==> config.mk <==
export PLATFORM = sky130hd
export DESIGN_NAME = job_schedule_completion_times_core
export DESIGN_NICKNAME = d
export VERILOG_FILES = /design/src/jsct_pkg.sv /design/src/jsct_table.sv /design/src/jsct_alu.sv /design/src/job_schedule_completion_times_core.sv
export SDC_FILE = /design/constraint.sdc
export NUM_CORES = 1
export LEC_CHECK = 0
export BUFFER_PORTS_ARGS = -buffer_cell sky130_fd_sc_hd__buf_2
export CORE_MARGIN = 8
export CORE_UTILIZATION = 39
export CTS_CLUSTER_SIZE = 20
export DETAILED_ROUTE_END_ITERATION = 12
export GPL_ROUTABILITY_DRIVEN = 0
export SLEW_MARGIN = 20
export SYNTH_ARGS = -nofsm -noshare
export SYNTH_HDL_FRONTEND = slang
export SYNTH_SLANG_ARGS = --single-unit
==> constraint.sdc <==
create_clock -name clk -period 25.1 [get_ports clk]
set_input_delay 3.765 -clock clk [delete_from_list [all_inputs] [get_ports clk]]
set_output_delay 3.765 -clock clk [all_outputs]
set_load 0.01 [all_outputs]
==> src/jsct_pkg.sv <==
// Shared constants, codes and types for the job schedule completion time block.
package jsct_pkg;

  localparam int MAX_JOBS = 32;
  localparam int IDX_W = (MAX_JOBS > 1) ? $clog2(MAX_JOBS) : 1;
  localparam int CNT_W = $clog2(MAX_JOBS + 1);

  localparam int ARRIVAL_W = 14;
  localparam int BURST_W = 8;
  localparam int PRIO_W = 3;
  localparam int TIME_W = 14;
  localparam int TURN_W = 15;
  localparam int JOB_INDEX_W = 6;
  localparam int MODE_W = 2;
  localparam int QUANTUM_W = 8;

  localparam logic [TIME_W-1:0] TIME_MAX = {TIME_W{1'b1}};
  localparam logic [QUANTUM_W-1:0] QUANTUM_RESET = QUANTUM_W'(5);

  // scheduling disciplines
  localparam logic [MODE_W-1:0] MODE_LOAD_ORDER = 2'd0;
  localparam logic [MODE_W-1:0] MODE_SHORTEST = 2'd1;
  localparam logic [MODE_W-1:0] MODE_PRIORITY = 2'd2;
  localparam logic [MODE_W-1:0] MODE_ROUND_ROBIN = 2'd3;

  // configuration register indexes
  localparam logic CFG_MODE = 1'b0;
  localparam logic CFG_QUANTUM = 1'b1;

  typedef struct packed {
    logic [ARRIVAL_W-1:0] arrival;
    logic [BURST_W-1:0]   burst;
    logic [PRIO_W-1:0]    prio;
    logic [BURST_W-1:0]   remaining;
    logic                 finished;
  } job_entry_t;

  typedef struct packed {
    logic [MODE_W-1:0]    mode;
    logic [QUANTUM_W-1:0] quantum;
    logic [TIME_W-1:0]    clock_now;
    logic [BURST_W-1:0]   remaining;
    logic [BURST_W-1:0]   cand_burst;
    logic [PRIO_W-1:0]    cand_prio;
    logic [BURST_W-1:0]   pick_burst;
    logic [PRIO_W-1:0]    pick_prio;
  } alu_in_t;

  typedef struct packed {
    logic                 better;
    logic [TIME_W-1:0]    new_clock;
    logic [BURST_W-1:0]   new_remaining;
    logic                 finish;
  } alu_out_t;

endpackage

==> src/jsct_table.sv <==
// Job table: per-job arrival, burst, priority, remaining time and finished flag.
module jsct_table (
  input  logic                           clk,
  input  logic                           rst,
  input  logic                           load_en,
  input  logic [jsct_pkg::IDX_W-1:0]     load_addr,
  input  logic [jsct_pkg::ARRIVAL_W-1:0] load_arrival,
  input  logic [jsct_pkg::BURST_W-1:0]   load_burst,
  input  logic [jsct_pkg::PRIO_W-1:0]    load_prio,
  input  logic                           upd_en,
  input  logic [jsct_pkg::IDX_W-1:0]     upd_addr,
  input  logic [jsct_pkg::BURST_W-1:0]   upd_remaining,
  input  logic                           upd_finished,
  input  logic                           clear_finished,
  input  logic [jsct_pkg::IDX_W-1:0]     rd_addr,
  output jsct_pkg::job_entry_t           rd_entry
);

  logic [jsct_pkg::ARRIVAL_W-1:0] arrival_store [jsct_pkg::MAX_JOBS];
  logic [jsct_pkg::BURST_W-1:0]   burst_store [jsct_pkg::MAX_JOBS];
  logic [jsct_pkg::PRIO_W-1:0]    priority_store [jsct_pkg::MAX_JOBS];
  logic [jsct_pkg::BURST_W-1:0]   remaining_store [jsct_pkg::MAX_JOBS];
  logic [jsct_pkg::MAX_JOBS-1:0]  finished_flags;

  always_ff @(posedge clk) begin
    if (load_en) begin
      arrival_store[load_addr] <= load_arrival;
      burst_store[load_addr] <= load_burst;
      priority_store[load_addr] <= load_prio;
      remaining_store[load_addr] <= load_burst;
    end else if (upd_en) begin
      remaining_store[upd_addr] <= upd_remaining;
    end
  end

  always_ff @(posedge clk) begin
    if (rst || clear_finished) begin
      finished_flags <= '0;
    end else if (upd_en) begin
      finished_flags[upd_addr] <= upd_finished;
    end
  end

  always_comb begin
    rd_entry.arrival = arrival_store[rd_addr];
    rd_entry.burst = burst_store[rd_addr];
    rd_entry.prio = priority_store[rd_addr];
    rd_entry.remaining = remaining_store[rd_addr];
    rd_entry.finished = finished_flags[rd_addr];
  end

endmodule

==> src/jsct_alu.sv <==
// Shared step unit: key compare, time slice, saturating clock add.
module jsct_alu (
  input  jsct_pkg::alu_in_t  op,
  output jsct_pkg::alu_out_t res
);

  logic [jsct_pkg::QUANTUM_W-1:0] q;
  logic                           slice_cut;
  logic [jsct_pkg::BURST_W-1:0]   slice;
  logic [jsct_pkg::TIME_W:0]      sum;

  always_comb begin
    unique case (op.mode)
      jsct_pkg::MODE_SHORTEST: res.better = op.cand_burst < op.pick_burst;
      jsct_pkg::MODE_PRIORITY: res.better = op.cand_prio > op.pick_prio;
      default:                 res.better = 1'b0;
    endcase
  end

  always_comb begin
    q = (op.quantum == '0) ? jsct_pkg::QUANTUM_W'(1) : op.quantum;
    slice_cut = (op.mode == jsct_pkg::MODE_ROUND_ROBIN) && (op.remaining > q);
    slice = slice_cut ? q : op.remaining;
    sum = {1'b0, op.clock_now} + (jsct_pkg::TIME_W + 1)'(slice);
    res.new_clock = sum[jsct_pkg::TIME_W] ? jsct_pkg::TIME_MAX : sum[jsct_pkg::TIME_W-1:0];
    res.new_remaining = op.remaining - slice;
    res.finish = !slice_cut;
  end

endmodule

==> src/job_schedule_completion_times_core.sv <==
// Top level: job loader, schedule sequencer and result output register.
//
// Jobs stream in one beat per cycle (arrival, burst, priority) and fill a
// table of up to MAX_JOBS entries; a beat that finds the table full is
// dropped. The beat with tlast set starts the schedule under the configured
// mode, and s_tready stays low until the last result of the batch has been
// issued. Results come out in completion order (job index, exit time,
// turnaround) with m_tlast on the final one. Timing is set by one table read
// port and one shared step unit: in load order, shortest burst and priority
// modes each completion costs one pass over the n loaded jobs followed by an
// execute step; round robin visits one table slot per cycle, including
// finished ones. Each emitted result also waits while the output register
// holds an untaken beat. Exit times saturate at 16383 while remaining times
// still count down. Mode and quantum are written through the cfg port
// (index 0 mode, index 1 quantum, reset 0 and 5); the user must write them
// only while idle, which the block itself does not enforce. A quantum of zero
// acts as one.
module job_schedule_completion_times_core (
  input  logic        clk,
  input  logic        rst,
  // job beats
  input  logic        s_tvalid,
  output logic        s_tready,
  input  logic [31:0] s_tdata,  // arrival[13:0], burst[21:14], job_priority[24:22], zero pad
  input  logic        s_tlast,  // last_job
  // result beats
  output logic        m_tvalid,
  input  logic        m_tready,
  output logic [39:0] m_tdata,  // job_index[5:0], exit_time[19:6], turnaround[34:20], zero pad
  output logic        m_tlast,  // last_result
  // configuration writes
  input  logic        cfg_valid,
  output logic        cfg_ready,
  input  logic        cfg_index,
  input  logic [7:0]  cfg_data
);

  typedef enum logic [2:0] {
    S_LOAD,
    S_START,
    S_SCAN,
    S_EXEC,
    S_ROBIN
  } state_t;

  state_t state;

  logic [jsct_pkg::MODE_W-1:0]    mode;
  logic [jsct_pkg::QUANTUM_W-1:0] quantum;
  logic [jsct_pkg::CNT_W-1:0]     job_count;
  logic [jsct_pkg::CNT_W-1:0]     batch_size;
  logic [jsct_pkg::CNT_W-1:0]     done_count;
  logic [jsct_pkg::TIME_W-1:0]    clock_now;
  logic [jsct_pkg::IDX_W-1:0]     idx;
  logic [jsct_pkg::IDX_W-1:0]     pick;
  logic                           pick_valid;
  logic [jsct_pkg::BURST_W-1:0]   pick_burst;
  logic [jsct_pkg::PRIO_W-1:0]    pick_prio;

  logic [jsct_pkg::JOB_INDEX_W-1:0] out_index;
  logic [jsct_pkg::TIME_W-1:0]      out_exit;
  logic [jsct_pkg::TURN_W-1:0]      out_turn;

  jsct_pkg::job_entry_t entry;
  jsct_pkg::alu_in_t    alu_op;
  jsct_pkg::alu_out_t   alu_res;

  logic                         in_beat;
  logic                         table_room;
  logic                         out_free;
  logic [jsct_pkg::IDX_W-1:0]   rd_addr;
  logic [jsct_pkg::IDX_W-1:0]   last_idx;
  logic                         step_go;
  logic                         emit;
  logic                         final_emit;
  logic [jsct_pkg::TURN_W-1:0]  turn_calc;

  assign s_tready = (state == S_LOAD);
  assign cfg_ready = 1'b1;
  assign in_beat = s_tvalid && s_tready;
  assign table_room = job_count < jsct_pkg::CNT_W'(jsct_pkg::MAX_JOBS);
  assign out_free = !m_tvalid || m_tready;
  assign last_idx = jsct_pkg::IDX_W'(batch_size - jsct_pkg::CNT_W'(1));
  assign rd_addr = (state == S_EXEC) ? pick : idx;

  jsct_table u_table (
    .clk           (clk),
    .rst           (rst),
    .load_en       (in_beat && table_room),
    .load_addr     (job_count[jsct_pkg::IDX_W-1:0]),
    .load_arrival  (s_tdata[13:0]),
    .load_burst    (s_tdata[21:14]),
    .load_prio     (s_tdata[24:22]),
    .upd_en        (step_go),
    .upd_addr      (rd_addr),
    .upd_remaining (alu_res.new_remaining),
    .upd_finished  (alu_res.finish),
    .clear_finished(state == S_START),
    .rd_addr       (rd_addr),
    .rd_entry      (entry)
  );

  always_comb begin
    alu_op.mode = mode;
    alu_op.quantum = quantum;
    alu_op.clock_now = clock_now;
    alu_op.remaining = entry.remaining;
    alu_op.cand_burst = entry.burst;
    alu_op.cand_prio = entry.prio;
    alu_op.pick_burst = pick_burst;
    alu_op.pick_prio = pick_prio;
  end

  jsct_alu u_alu (
    .op (alu_op),
    .res(alu_res)
  );

  // A step commits only when its result, if any, can enter the output register.
  always_comb begin
    step_go = 1'b0;
    if (state == S_EXEC) begin
      step_go = out_free;
    end else if (state == S_ROBIN) begin
      step_go = !entry.finished && (!alu_res.finish || out_free);
    end
    emit = step_go && alu_res.finish;
    final_emit = emit && (done_count + jsct_pkg::CNT_W'(1) == batch_size);
    turn_calc = {1'b0, alu_res.new_clock} - {1'b0, entry.arrival};
  end

  always_ff @(posedge clk) begin
    if (rst) begin
      state <= S_LOAD;
      mode <= jsct_pkg::MODE_LOAD_ORDER;
      quantum <= jsct_pkg::QUANTUM_RESET;
      job_count <= '0;
      batch_size <= '0;
      done_count <= '0;
      clock_now <= '0;
      idx <= '0;
      pick_valid <= 1'b0;
      m_tvalid <= 1'b0;
      m_tlast <= 1'b0;
    end else begin
      if (cfg_valid && cfg_ready) begin
        unique case (cfg_index)
          jsct_pkg::CFG_MODE:    mode <= cfg_data[jsct_pkg::MODE_W-1:0];
          jsct_pkg::CFG_QUANTUM: quantum <= cfg_data;
          default:               ;
        endcase
      end

      if (emit) begin
        m_tvalid <= 1'b1;
        m_tlast <= final_emit;
      end else if (m_tready) begin
        m_tvalid <= 1'b0;
      end

      unique case (state)
        S_LOAD: begin
          if (in_beat) begin
            if (table_room) begin
              job_count <= job_count + jsct_pkg::CNT_W'(1);
            end
            if (s_tlast) begin
              batch_size <= table_room ? job_count + jsct_pkg::CNT_W'(1) : job_count;
              state <= S_START;
            end
          end
        end
        S_START: begin
          clock_now <= '0;
          done_count <= '0;
          idx <= '0;
          pick_valid <= 1'b0;
          state <= (mode == jsct_pkg::MODE_ROUND_ROBIN) ? S_ROBIN : S_SCAN;
        end
        S_SCAN: begin
          // earlier job keeps ties: replace only on a strictly better key
          if (!entry.finished && (!pick_valid || alu_res.better)) begin
            pick_valid <= 1'b1;
          end
          if (idx == last_idx) begin
            state <= S_EXEC;
          end else begin
            idx <= idx + jsct_pkg::IDX_W'(1);
          end
        end
        S_EXEC: begin
          if (step_go) begin
            clock_now <= alu_res.new_clock;
            done_count <= done_count + jsct_pkg::CNT_W'(1);
            idx <= '0;
            pick_valid <= 1'b0;
            if (final_emit) begin
              job_count <= '0;
              state <= S_LOAD;
            end else begin
              state <= S_SCAN;
            end
          end
        end
        S_ROBIN: begin
          if (step_go) begin
            clock_now <= alu_res.new_clock;
          end
          if (emit) begin
            done_count <= done_count + jsct_pkg::CNT_W'(1);
          end
          if (final_emit) begin
            job_count <= '0;
            state <= S_LOAD;
          end else if (entry.finished || step_go) begin
            idx <= (idx == last_idx) ? '0 : idx + jsct_pkg::IDX_W'(1);
          end
        end
        default: state <= S_LOAD;
      endcase
    end
  end

  // candidate registers for the selection pass
  always_ff @(posedge clk) begin
    if (state == S_SCAN && !entry.finished && (!pick_valid || alu_res.better)) begin
      pick <= idx;
      pick_burst <= entry.burst;
      pick_prio <= entry.prio;
    end
  end

  // result payload
  always_ff @(posedge clk) begin
    if (emit) begin
      out_index <= jsct_pkg::JOB_INDEX_W'(rd_addr);
      out_exit <= alu_res.new_clock;
      out_turn <= turn_calc;
    end
  end

  assign m_tdata = {5'b0, out_turn, out_exit, out_index};

`ifndef NO_ASSERTIONS
  a_count_bound: assert property (@(posedge clk) disable iff (rst)
    job_count <= jsct_pkg::CNT_W'(jsct_pkg::MAX_JOBS))
    else $error("job count beyond table depth");

  a_idle_clean: assert property (@(posedge clk) disable iff (rst)
    (state == S_SCAN || state == S_EXEC || state == S_ROBIN) |-> done_count < batch_size)
    else $error("schedule running with every job already done");

  a_final_ends: assert property (@(posedge clk) disable iff (rst)
    final_emit |=> (state == S_LOAD && job_count == '0 && m_tvalid && m_tlast))
    else $error("final result did not return the block to loading");

  a_exec_pick: assert property (@(posedge clk) disable iff (rst)
    (state == S_EXEC) |-> (pick_valid && !entry.finished))
    else $error("execute step without an unfinished pick");

  a_no_overrun: assert property (@(posedge clk) disable iff (rst)
    (m_tvalid && !m_tready) |-> !emit)
    else $error("result issued over an untaken beat");
`endif

endmodule
; Word level (Yosys, flattened, before mapping)
; Memories as Yosys holds them, arrays and structs flattened.
; Cells that the tools add are included.
[classes]
n_addsub = 7
order_cmp = 6
eq_ne = 20
n_mux = 49
bitwise_logic = 1
n_reduce_logical = 38
[op_table]
columns = operator, n
row1 = 6-bit 2-to-1 mux, 6
row2 = 6-bit case mux with 3 select lines, 2
row3 = 5-bit 2-to-1 mux, 7
row4 = 32-bit bitwise mux, 1
row5 = 14-bit 2-to-1 mux, 2
row6 = 14-bit case mux with 2 select lines, 1
row7 = 8-bit 2-to-1 mux, 3
row8 = 5-bit case mux with 4 select lines, 1
row9 = 3-bit 2-to-1 mux, 6
row10 = 14-bit by 8-bit adder with 15-bit output, 1
row11 = 3-bit case mux with 5 select lines, 1
row12 = 14-bit by 14-bit subtractor with 15-bit output, 1
row13 = 1-bit 2-to-1 mux, 14
row14 = "2-bit inequality test, second input constant", 7
row15 = "6-bit by 1-bit adder with 6-bit output, second input constant", 2
row16 = 3-bit AND reduction, 4
row17 = 1-bit logical AND, 10
row18 = 5-bit AND reduction, 2
row19 = 3-bit nonzero test, 3
row20 = 8-bit greater-than comparator, 1
row21 = 8-bit zero test, 1
row22 = 8-bit less-than comparator, 1
row23 = "2-bit by 1-bit inequality test with 1-bit output, second input constant", 4
row24 = 8-bit OR reduction, 1
row25 = 27 further kinds, 39
[word_totals]
reg_bits = 135
ram_bits = 1056
input_bits = 47
output_inout_bits = 44
word_cells = 143
memories = 4
[mem_list]
columns = memory, words, width, read_ports, rd_ports_with_merged_regs, write_ports, line
row1 = u_table.arrival_store, 32, 14, 1, 0, 1, jsct_table.sv:19  ; logic [jsct_pkg::ARRIVAL_W-1:0] arrival_store [jsct_pkg::MAX_JOBS];
row2 = u_table.burst_store, 32, 8, 1, 0, 1, jsct_table.sv:20  ; logic [jsct_pkg::BURST_W-1:0] burst_store [jsct_pkg::MAX_JOBS];
row3 = u_table.remaining_store, 32, 8, 1, 0, 1, jsct_table.sv:22  ; logic [jsct_pkg::BURST_W-1:0] remaining_store [jsct_pkg::MAX_JOBS];
row4 = u_table.priority_store, 32, 3, 1, 0, 1, jsct_table.sv:21  ; logic [jsct_pkg::PRIO_W-1:0] priority_store [jsct_pkg::MAX_JOBS];

; Depth between registers and ports, before layout
; Gate-level depths: netlist of run 1.
; An unclocked memory read counts as a cell.
[depth]
depth_word = 14
ltp_mapped = 41
mapped_depth_nobuf = 34

; Cells and area by module
; From an unflattened synthesis of run 1, not the netlist that was laid out.
[hier_totals]
cells_unflattened = 3289
area_unflattened_um2 = 49723.9
[by_module_without_submodules]
columns = module, n_inst, cells_each, area_each_um2, seq_area_each_um2
row1 = jsct_table, 1, 2594, 43236.5, 32351.0
row2 = job_schedule_completion_times_core, 1, 494, 4952.2, 2562.5
row3 = jsct_alu, 1, 201, 1535.2, 0.0

; Least setup slack after synthesis of run 1
; No wires, ideal clock.
[synth_timing]
path_kind = reg2reg
from = reg state[2]
to = reg out_turn[11] (netlist bit) (data pin)
setup_ns = 0.138
arrival_time_ns = 7.840
t_required_ns = 24.962
setup_slack_ns = 17.122
path_stages_with_launch = 40
n_path_buf = 8
synth_period_minus_slack_ns = 7.978
cell_sequence = dfxtp_1 > nand3b_1 > buf_6 > mux2i_4 > inv_6 > buf_6 > buf_6 > buf_6 > buf_6 > buf_4 > buf_2 > nand2_1 > a31oi_1 > o22ai_1 > or4_1 > ha_1 > nor2b_1 > o21a_1 > [4 not listed] > mux2_2 > ha_1 > a21o_1 > a21oi_1 > o21ai_0 > nand2_1 > nor3_1 > nor2_1 > ha_1 > inv_1 > a21oi_1 > o21ai_0 > a21oi_1 > maj3_2 > maj3_2 > a211o_1 > a211o_1 > nand4_1
[synth_via]
elab_chain_cells = 9
elab_cells_between_ends = 10
classes_between = 2 x add/sub / 1 x order compare / 1 x eq/ne / 3 x mux / 1 x reduce/logical / 2 x memory
[synth_lines]
columns = element, line
row1 = "start, declared", job_schedule_completion_times_core.sv:46  ; state_t state;
row2 = "start signal, assigned", job_schedule_completion_times_core.sv:178  ; state <= (mode == jsct_pkg::MODE_ROUND_ROBIN) ? S_ROBIN : S_SCAN;
row3 = 3-bit by 2-bit == test with 1-bit output *, job_schedule_completion_times_core.sv:84  ; assign rd_addr = (state == S_EXEC) ? pick : idx;
row4 = 5-bit 2-to-1 mux *, job_schedule_completion_times_core.sv:84
row5 = memory read 32 x 8 bit, -
row6 = 8-bit greater-than comparator, jsct_alu.sv:22  ; slice_cut = (op.mode == jsct_pkg::MODE_ROUND_ROBIN) && (op.remaining > q);
row7 = 1-bit logical AND, jsct_alu.sv:22
row8 = 8-bit 2-to-1 mux, jsct_alu.sv:23  ; slice = slice_cut ? q : op.remaining;
row9 = 14-bit by 8-bit adder with 15-bit output, jsct_alu.sv:24  ; sum = {1'b0, op.clock_now} + (jsct_pkg::TIME_W + 1)'(slice);
row10 = 14-bit 2-to-1 mux, jsct_alu.sv:25  ; res.new_clock = sum[jsct_pkg::TIME_W] ? jsct_pkg::TIME_MAX : sum[jsct_pkg::TIME_W-1:0];
row11 = 14-bit by 14-bit subtractor with 15-bit output *, job_schedule_completion_times_core.sv:129  ; turn_calc = {1'b0, alu_res.new_clock} - {1'b0, entry.arrival};
row12 = via turn_calc (one bit), job_schedule_completion_times_core.sv:76  ; logic [jsct_pkg::TURN_W-1:0] turn_calc;
row13 = "end signal, assigned", job_schedule_completion_times_core.sv:238  ; out_turn <= turn_calc;
row14 = "end, declared", job_schedule_completion_times_core.sv:62  ; logic [jsct_pkg::TURN_W-1:0] out_turn;
; The timed path passes the listed nets; every way through them passes the cells marked *.
; A chain may end at the register's enable or synchronous reset.

; Worst setup path after layout of run 1
[layout_timing]
from = reg state[0]
to = reg out_turn[13] (netlist bit) (data pin)
; Same word-level chain as after synthesis.

==> results of run 1 <==
critical path, delay by kind of cell (launching register included):
kind            cells  cell delay, ns
compound gates     15            3.49
fa+ha+maj           6            1.84
buf+inv             4            1.54
flops               1            0.60
mux                 1            0.56
simple gates        9            2.82
cells by family (layout without fill, tap and decap cells):
group / count (synthesis) / in the layout / synth area share, %
adder cells (fa/ha/maj): 60 / 60 / 1.55
AO/OA/AOI/OAI: 548 / 548 / 7.50
AND/OR/NAND/NOR: 1674 / 1674 / 14.7
XOR/XNOR: 48 / 48 / 0.847
multiplexers: 101 / 101 / 2.24
buffers and inverters: 313 / 455 / 2.77
flip-flops: 1191 / 1191 / 70.4
other: 2 / 9 / 0.0151
through the flow:
stage	setup slack [ns]	hold slack, ns	area, um2	util [%]	std cells
after floorplan	17.12	0.406	49600	-	3942
after global placement	14.04	0.464	52100	41.1	5526
after detailed placement	13.91	0.467	52100	41.1	5527
after CTS	13.91	0.478	55900	44.1	5746
after global routing	13.16	0.507	56000	44.1	5748
final	14.00	0.474	56000	44.1	5748
metal layers:
| metal | track usage, % | up-vias | share of wire (%) |
|---|---|---|---|
| li1 | - | 14626 | - |
| met5 | 0 | - | 0.039 |
| met2 | 30.1 | 1347 | 45 |
| met3 | 3.58 | 264 | 7.9 |
| met1 | 27.8 | 16202 | 43 |
| met4 | 6.40 | 8 | 3.2 |
cell usage in the layout (no fill, tap or decap), types with 8 or more instances in the layout:
master / Yosys / layout
a21o_1: 11 / 11
a21oi_1: 94 / 88
a31oi_1: 157 / 157
a32oi_1: 94 / 94
and2_1: 8 / 8
and3_1: 148 / 148
and4_1: 10 / 10
buf_2: 52 / 76
buf_4: 21 / 99
bufinv_16: 0 / 10
clkbuf_1: 144 / 22
clkbuf_16: 0 / 117
clkinv_1: 1 / 30
clkinv_2: 0 / 22
dfxtp_1: 85 / 85
edfxtp_1: 1106 / 1106
ha_1: 54 / 54
inv_1: 56 / 54
mux2_2: 9 / 9
mux2i_1: 85 / 84
nand2_1: 1067 / 1067
nand2b_1: 14 / 14
nand3_1: 220 / 220
nand3b_1: 8 / 8
nand4_1: 23 / 23
nor2_1: 113 / 77
nor2_4: 0 / 36
nor2b_1: 12 / 11
nor3_1: 15 / 12
nor4_1: 15 / 15
o211ai_1: 33 / 33
o21a_1: 9 / 9
o21ai_0: 26 / 18
o22ai_1: 47 / 44
o31ai_1: 35 / 35
xnor2_1: 34 / 34
xor2_1: 14 / 14
power by group:
part | total (W) | switching (W) | internal, W | leakage (nW)
sequential | 0.00221 | 0.0000113 | 0.00220 | 10.6
clock | 0.00175 | 0.000770 | 0.000976 | 1.85
combinational | 0.000390 | 0.000268 | 0.000122 | 6.95
total | 0.00435 | 0.00105 | 0.00330 | 19.5
state kept, by name, indices dropped and copies added, names as in the netlist, 8 cells and up:
signal,count
quantum,8
u_table.priority_store,96
u_table.burst_store,256
u_table.arrival_store,448
pick_burst,8
clock_now,14
out_exit,14
out_turn,15
u_table.remaining_store,256
u_table.finished_flags,32
worst max path at each step:
| stage | cells after the start | start | slack, ns | endpoint |
|---|---|---|---|---|
| after global placement | 35 | state[0]$_SDFFE_PP0P_ | 14.04 | out_turn[13]$_DFFE_PP_ |
| after floorplan | 39 | state[2]$_SDFFE_PP0P_ | 17.12 | out_turn[11]$_DFFE_PP_ |
| after detailed placement | 35 | state[0]$_SDFFE_PP0P_ | 13.91 | out_turn[13]$_DFFE_PP_ |
| after CTS | 35 | state[0]$_SDFFE_PP0P_ | 13.91 | out_turn[13]$_DFFE_PP_ |
| final | 35 | state[0]$_SDFFE_PP0P_ | 14.00 | out_turn[13]$_DFFE_PP_ |
| after global routing | 36 | state[1]$_SDFFE_PP0P_ | 13.16 | out_turn[13]$_DFFE_PP_ |
layout make-up:
type | instances | area, um2 | share of cell area, %
Antenna cell | 2 | 5.00 | 0.00894
Clock buffer | 143 | 3070 | 5.48
Clock inverter | 76 | 733 | 1.31
Inverter | 59 | 255 | 0.456
Multi-Input combinational cell | 2438 | 13700 | 24.5
Sequential cell | 1191 | 34900 | 62.4
Tap cell | 1662 | 2080 | 3.72
Timing Repair Buffer | 177 | 1170 | 2.09
==> flow_metrics.env, run 1 <==
export IMPL_yosysWarnings=0
export IMPL_ys_ff_latch=1191
export IMPL_vias=32447
export IMPL_clk_path_buf_depth=3
export IMPL_fin_crit_ns=11.10
export IMPL_fmax_mhz=90.1
export IMPL_p_leak_nw=19.5
export IMPL_ys_top_cells_by_count="edfxtp_1 (1,106), nand2_1 (1,067), nand3_1 (220)"
export IMPL_ioPinCount=91
export IMPL_required_ns=25.71
export IMPL_cp_arrival_ns=11.71
export IMPL_cts_resized=0
export IMPL_h_tree_depth=3
export IMPL_coreArea_um2=127000
export IMPL_postCtsHoldBufs=0
export IMPL_totalWireLength_mm=142
export IMPL_worstReg2RegEnd="out_turn[13]$_DFFE_PP_"
export IMPL_hold_path_depth=2
export IMPL_wl_per_cell_um=24.6
export IMPL_synth_ff_type="edfxtp_1"
export IMPL_min_from="clock_now[2]$_SDFFE_PP0P_"
export IMPL_clk_latency_ns=0.76
export IMPL_setup_tns_final_ns=0
export IMPL_ys_types=73
export IMPL_cts_sinks=1191
export IMPL_worst_setup_path_type="register to register"
export IMPL_drive_gt1_share_pct=10.7
export IMPL_cpPeakStageDelay_ns=0.72
export IMPL_critPathMaxFanout=135
export IMPL_slew_violations=0
export IMPL_grt_pass1_vias=30139
export IMPL_start_util_pct=39.1
export IMPL_min_to="clock_now[2]$_SDFFE_PP0P_"
export IMPL_timing_final_crit_share_pct=44.2
export IMPL_cts_root_buf="clkbuf_16"
export IMPL_cts_buffers=116
export IMPL_max_slew_worst_pin_slew_ns=1.18
export IMPL_post_drt_via_cell_ratio=5.64
export IMPL_fillers=11566
export IMPL_skew_ns=0.0566
export IMPL_status="complete, no violations"
export IMPL_syn_cell_area_um2=49600
export IMPL_grt_max_degree=136
export IMPL_dp_hpwl_mm=76.7
export IMPL_final_nets=4087
export IMPL_hold_violations=0
export IMPL_r2r_setup_slack_ns=14.00
export IMPL_rows=131
export IMPL_finalPower_w=0.00435
export IMPL_rsz0062_at_grt="false"
export IMPL_slew_headroom_pct=21.1
export IMPL_ant_nets=0
export IMPL_synthArstFlopShare_pct=0
export IMPL_route_detailed_drc=0
export IMPL_synth_top_area_share_pct=66.9
export IMPL_portBuffers=76
export IMPL_die_area_um2=139000
export IMPL_post_cts_buffers=0
export IMPL_synth_edf_count=1106
export IMPL_tritoncts="built"
export IMPL_reg2reg_depth=35
export IMPL_drv_cap=0
export IMPL_synth_area_leader_cell="edfxtp_1"
export IMPL_antenna_found_initial=11
export IMPL_r2r_start="state[0]$_SDFFE_PP0P_"
export IMPL_die_h_um=373
export IMPL_min_path_type="register to register"
export IMPL_synthTopCellsByArea="edfxtp_1 (67%), nand2_1 (8.1%), dfxtp_1 (3.4%)"
export IMPL_drtIter0Drc=3640
export IMPL_drtPass1Iterations=6
export IMPL_die_width_um=373
export IMPL_end_kind="register"
export IMPL_avgSynthCellArea_um2=12.6
export IMPL_seq_area_frac_synth_pct=70.4
export IMPL_path_clk_slew_ns=0.06
export IMPL_synth_most_common_cell="edfxtp_1"
export IMPL_grt_pass1_wl_mm=206
export IMPL_powerDensity_nw_per_um2=77.7
export IMPL_setup_viol=0
export IMPL_ir_worst_vdd_mv=0.0650
export IMPL_critPathSlowestCell="buf_4"
export IMPL_synthCells=3937
export IMPL_grt_total_usage_pct=19.5
export IMPL_cp_start_kind="register"
export IMPL_grt_overflow=0
export IMPL_area_growth_pct=12.8
Power figures use the tool's default switching activity.
==> inputs of run 2 (changes only) <==
- clock period: 25.1 -> 9.3 ns (I/O delays scaled with it)
==> run 2 against run 1 <==
Effect of this change:
- power rose to 2.7 times the previous value
- routed wire length is 0.49% higher
- register-to-register slack got worse by 13 ns
- critical path depth fell by 7
- global-route usage hardly changed
- sequential share of layout area is 0.12 points lower
- largest power group unchanged
==> flow_metrics.env, run 2 (synthesis gave the netlist of run 1 again) <==
export IMPL_fillers=11485
export IMPL_die_area_um2=139000
export IMPL_totalWireLength_mm=142
export IMPL_stdcell_count=5756
export IMPL_clk_path_buf_depth=3
export IMPL_cp_start_kind="register"
export IMPL_required_ns=9.90
export IMPL_cp_arrival_ns=9.25
export IMPL_rsz0062_at_grt="false"
export IMPL_min_path_type="register to register"
export IMPL_vias=32558
export IMPL_startpoint="state[2]$_SDFFE_PP0P_"
export IMPL_route_detailed_drc=0
export IMPL_die_width_um=373
export IMPL_setup_tns_final_ns=0
export IMPL_r2r_setup_slack_ns=0.65
export IMPL_drive_gt1_share_pct=10.9
export IMPL_area_growth_pct=13.0
export IMPL_grt_overflow=0
export IMPL_final_nets=4098
export IMPL_powerDensity_nw_per_um2=209
export IMPL_mostFrequentLayoutCell="edfxtp_1"
export IMPL_top_regs="u_table.arrival_store x448, u_table.burst_store x256, u_table.remaining_store x256"
export IMPL_grt_max_degree=148
export IMPL_start_util_pct=39.1
export IMPL_hold_violations=0
export IMPL_ir_worst_vdd_mv=0.172
export IMPL_post_place_ws_ns=0.417
export IMPL_h_tree_depth=3
export IMPL_wl_per_cell_um=24.7
export IMPL_drv_cap=0
export IMPL_grt_total_usage_pct=19.5
export IMPL_antenna_found_initial=7
export IMPL_tritoncts="built"
export IMPL_grtUsageMet3_pct=3.26
export IMPL_regMostFlops="u_table.arrival_store"
export IMPL_largest_reg_flops=448
export IMPL_max_slew_worst_pin_slew_ns=1.16
export IMPL_setup_viol=0
export IMPL_p_leak_nw=19.5
export IMPL_portBuffers=76
export IMPL_critPathMaxFanout=13
export IMPL_slew_violations=0
export IMPL_cpPeakStageDelay_ns=0.66
export IMPL_grt_met1_usage_pct=27.6
export IMPL_die_h_um=373
export IMPL_r2r_start="state[2]$_SDFFE_PP0P_"
export IMPL_status="complete, no violations"
export IMPL_critPathSlowestCell="nor4_1"
export IMPL_slew_headroom_pct=22.6
export IMPL_endpoint="out_turn[13]$_DFFE_PP_"
export IMPL_postCtsHoldBufs=0
export IMPL_worstReg2RegEnd="out_turn[13]$_DFFE_PP_"
export IMPL_rows=131
export IMPL_fmax_mhz=116
export IMPL_clk_latency_ns=0.76
export IMPL_grt_busiest_layer="met2"
export IMPL_grt_use_met2_pct=30.7
export IMPL_crit_buf_inv=3
export IMPL_cts_buffers=117
export IMPL_ioPinCount=91
export IMPL_worst_setup_path_type="register to register"
export IMPL_end_kind="register"
export IMPL_dp_hpwl_mm=77.2
export IMPL_cts_root_buf="clkbuf_16"
export IMPL_drtIter0Drc=3869
export IMPL_timing_final_crit_share_pct=93.0
export IMPL_utilization_pct=44.2
export IMPL_worst_slack_ns=0.652
export IMPL_coreArea_um2=127000
export IMPL_grt_pass1_vias=30474
export IMPL_cts_sinks=1191
export IMPL_cp_depth=28
export IMPL_drtPass1Iterations=7
export IMPL_ant_nets=0
export IMPL_dp_cells=5533
export IMPL_post_drt_via_cell_ratio=5.66
export IMPL_fin_crit_ns=8.65
export IMPL_cp_top_family="simple AND/OR/NAND/NOR gates"
export IMPL_layout_common_cells="edfxtp_1 (1,106), nand2_1 (1,067), nand3_1 (220), a31oi_1 (157), and3_1 (148)"
export IMPL_reg2reg_depth=28
export IMPL_grt_pass1_wl_mm=206
export IMPL_skew_ns=0.0295
export IMPL_path_clk_slew_ns=0.06
[run 2: area by class of cell]
| class | instances | area (um2) | share of cell area [%] |
|---|---|---|---|
| clock inverters | 72 | 701 | 1.25 |
| repair buffers | 187 | 1300 | 2.32 |
| inverters | 59 | 255 | 0.455 |
| well taps | 1662 | 2080 | 3.71 |
| multi-input cells | 2438 | 13700 | 24.5 |
| clock buffers | 145 | 3080 | 5.50 |
| flip-flops and latches | 1191 | 34900 | 62.3 |
| diodes | 2 | 5.00 | 0.00893 |
[run 2: how the worst min path moves through the flow]
stage,startpoint,end,depth (start not counted)
finish,clock_now[2]$_SDFFE_PP0P_,clock_now[2]$_SDFFE_PP0P_,2
global route,clock_now[2]$_SDFFE_PP0P_,clock_now[2]$_SDFFE_PP0P_,2
detailed placement,clock_now[2]$_SDFFE_PP0P_,clock_now[2]$_SDFFE_PP0P_,2
floorplan,idx[2]$_SDFFE_PP0P_,pick[2]$_DFFE_PP_,0
global placement,clock_now[2]$_SDFFE_PP0P_,clock_now[2]$_SDFFE_PP0P_,2
CTS,clock_now[2]$_SDFFE_PP0P_,clock_now[2]$_SDFFE_PP0P_,2
[run 2: metal layers]
metal	vias to the layer above	share of wire (%)	wire, um
li1	14650	-	-
met1	16338	43	61300
met2	1295	46	65000
met3	273	7.8	11100
met4	2	3.4	4860
met5	-	0.0091	13
[run 2: worst reg2reg max path, delay by kind of cell, from the launching register on]
| kind | cells | cell delay (ns) |
|---|---|---|
| AND/OR/NAND/NOR | 8 | 2.38 |
| AO/OA/AOI/OAI | 10 | 2.19 |
| adder cells (fa/ha/maj) | 5 | 1.73 |
| multiplexers | 2 | 0.99 |
| buffers and inverters | 3 | 0.67 |
| flip-flops | 1 | 0.57 |
[run 2: stage by stage]
step | hold WS, ns | area, um2 | total power (W)
4_1_cts | 0.478 | 56000 | 0.0118
5_1_grt | 0.489 | 56100 | 0.0121
3_3_place_gp | 0.464 | 52200 | 0.00715
3_5_place_dp | 0.469 | 52200 | 0.00717
6_report | 0.475 | 56100 | 0.0117
2_1_floorplan | 0.406 | 49600 | 0.00674
[run 2: repair_timing]
action / in CTS / in global routing
setup endpoints to repair: 0 / 6
endpoints found under the hold margin: 0 / 0
setup buffers: 0 / 2
gates resized for setup: 0 / 2
[run 2: where the power goes]
group / total [W] / internal, W / switching, W
Clock: 0.00469 / 0.00261 / 0.00207
Combinational: 0.00108 / 0.000345 / 0.000737
Sequential: 0.00597 / 0.00595 / 0.0000268
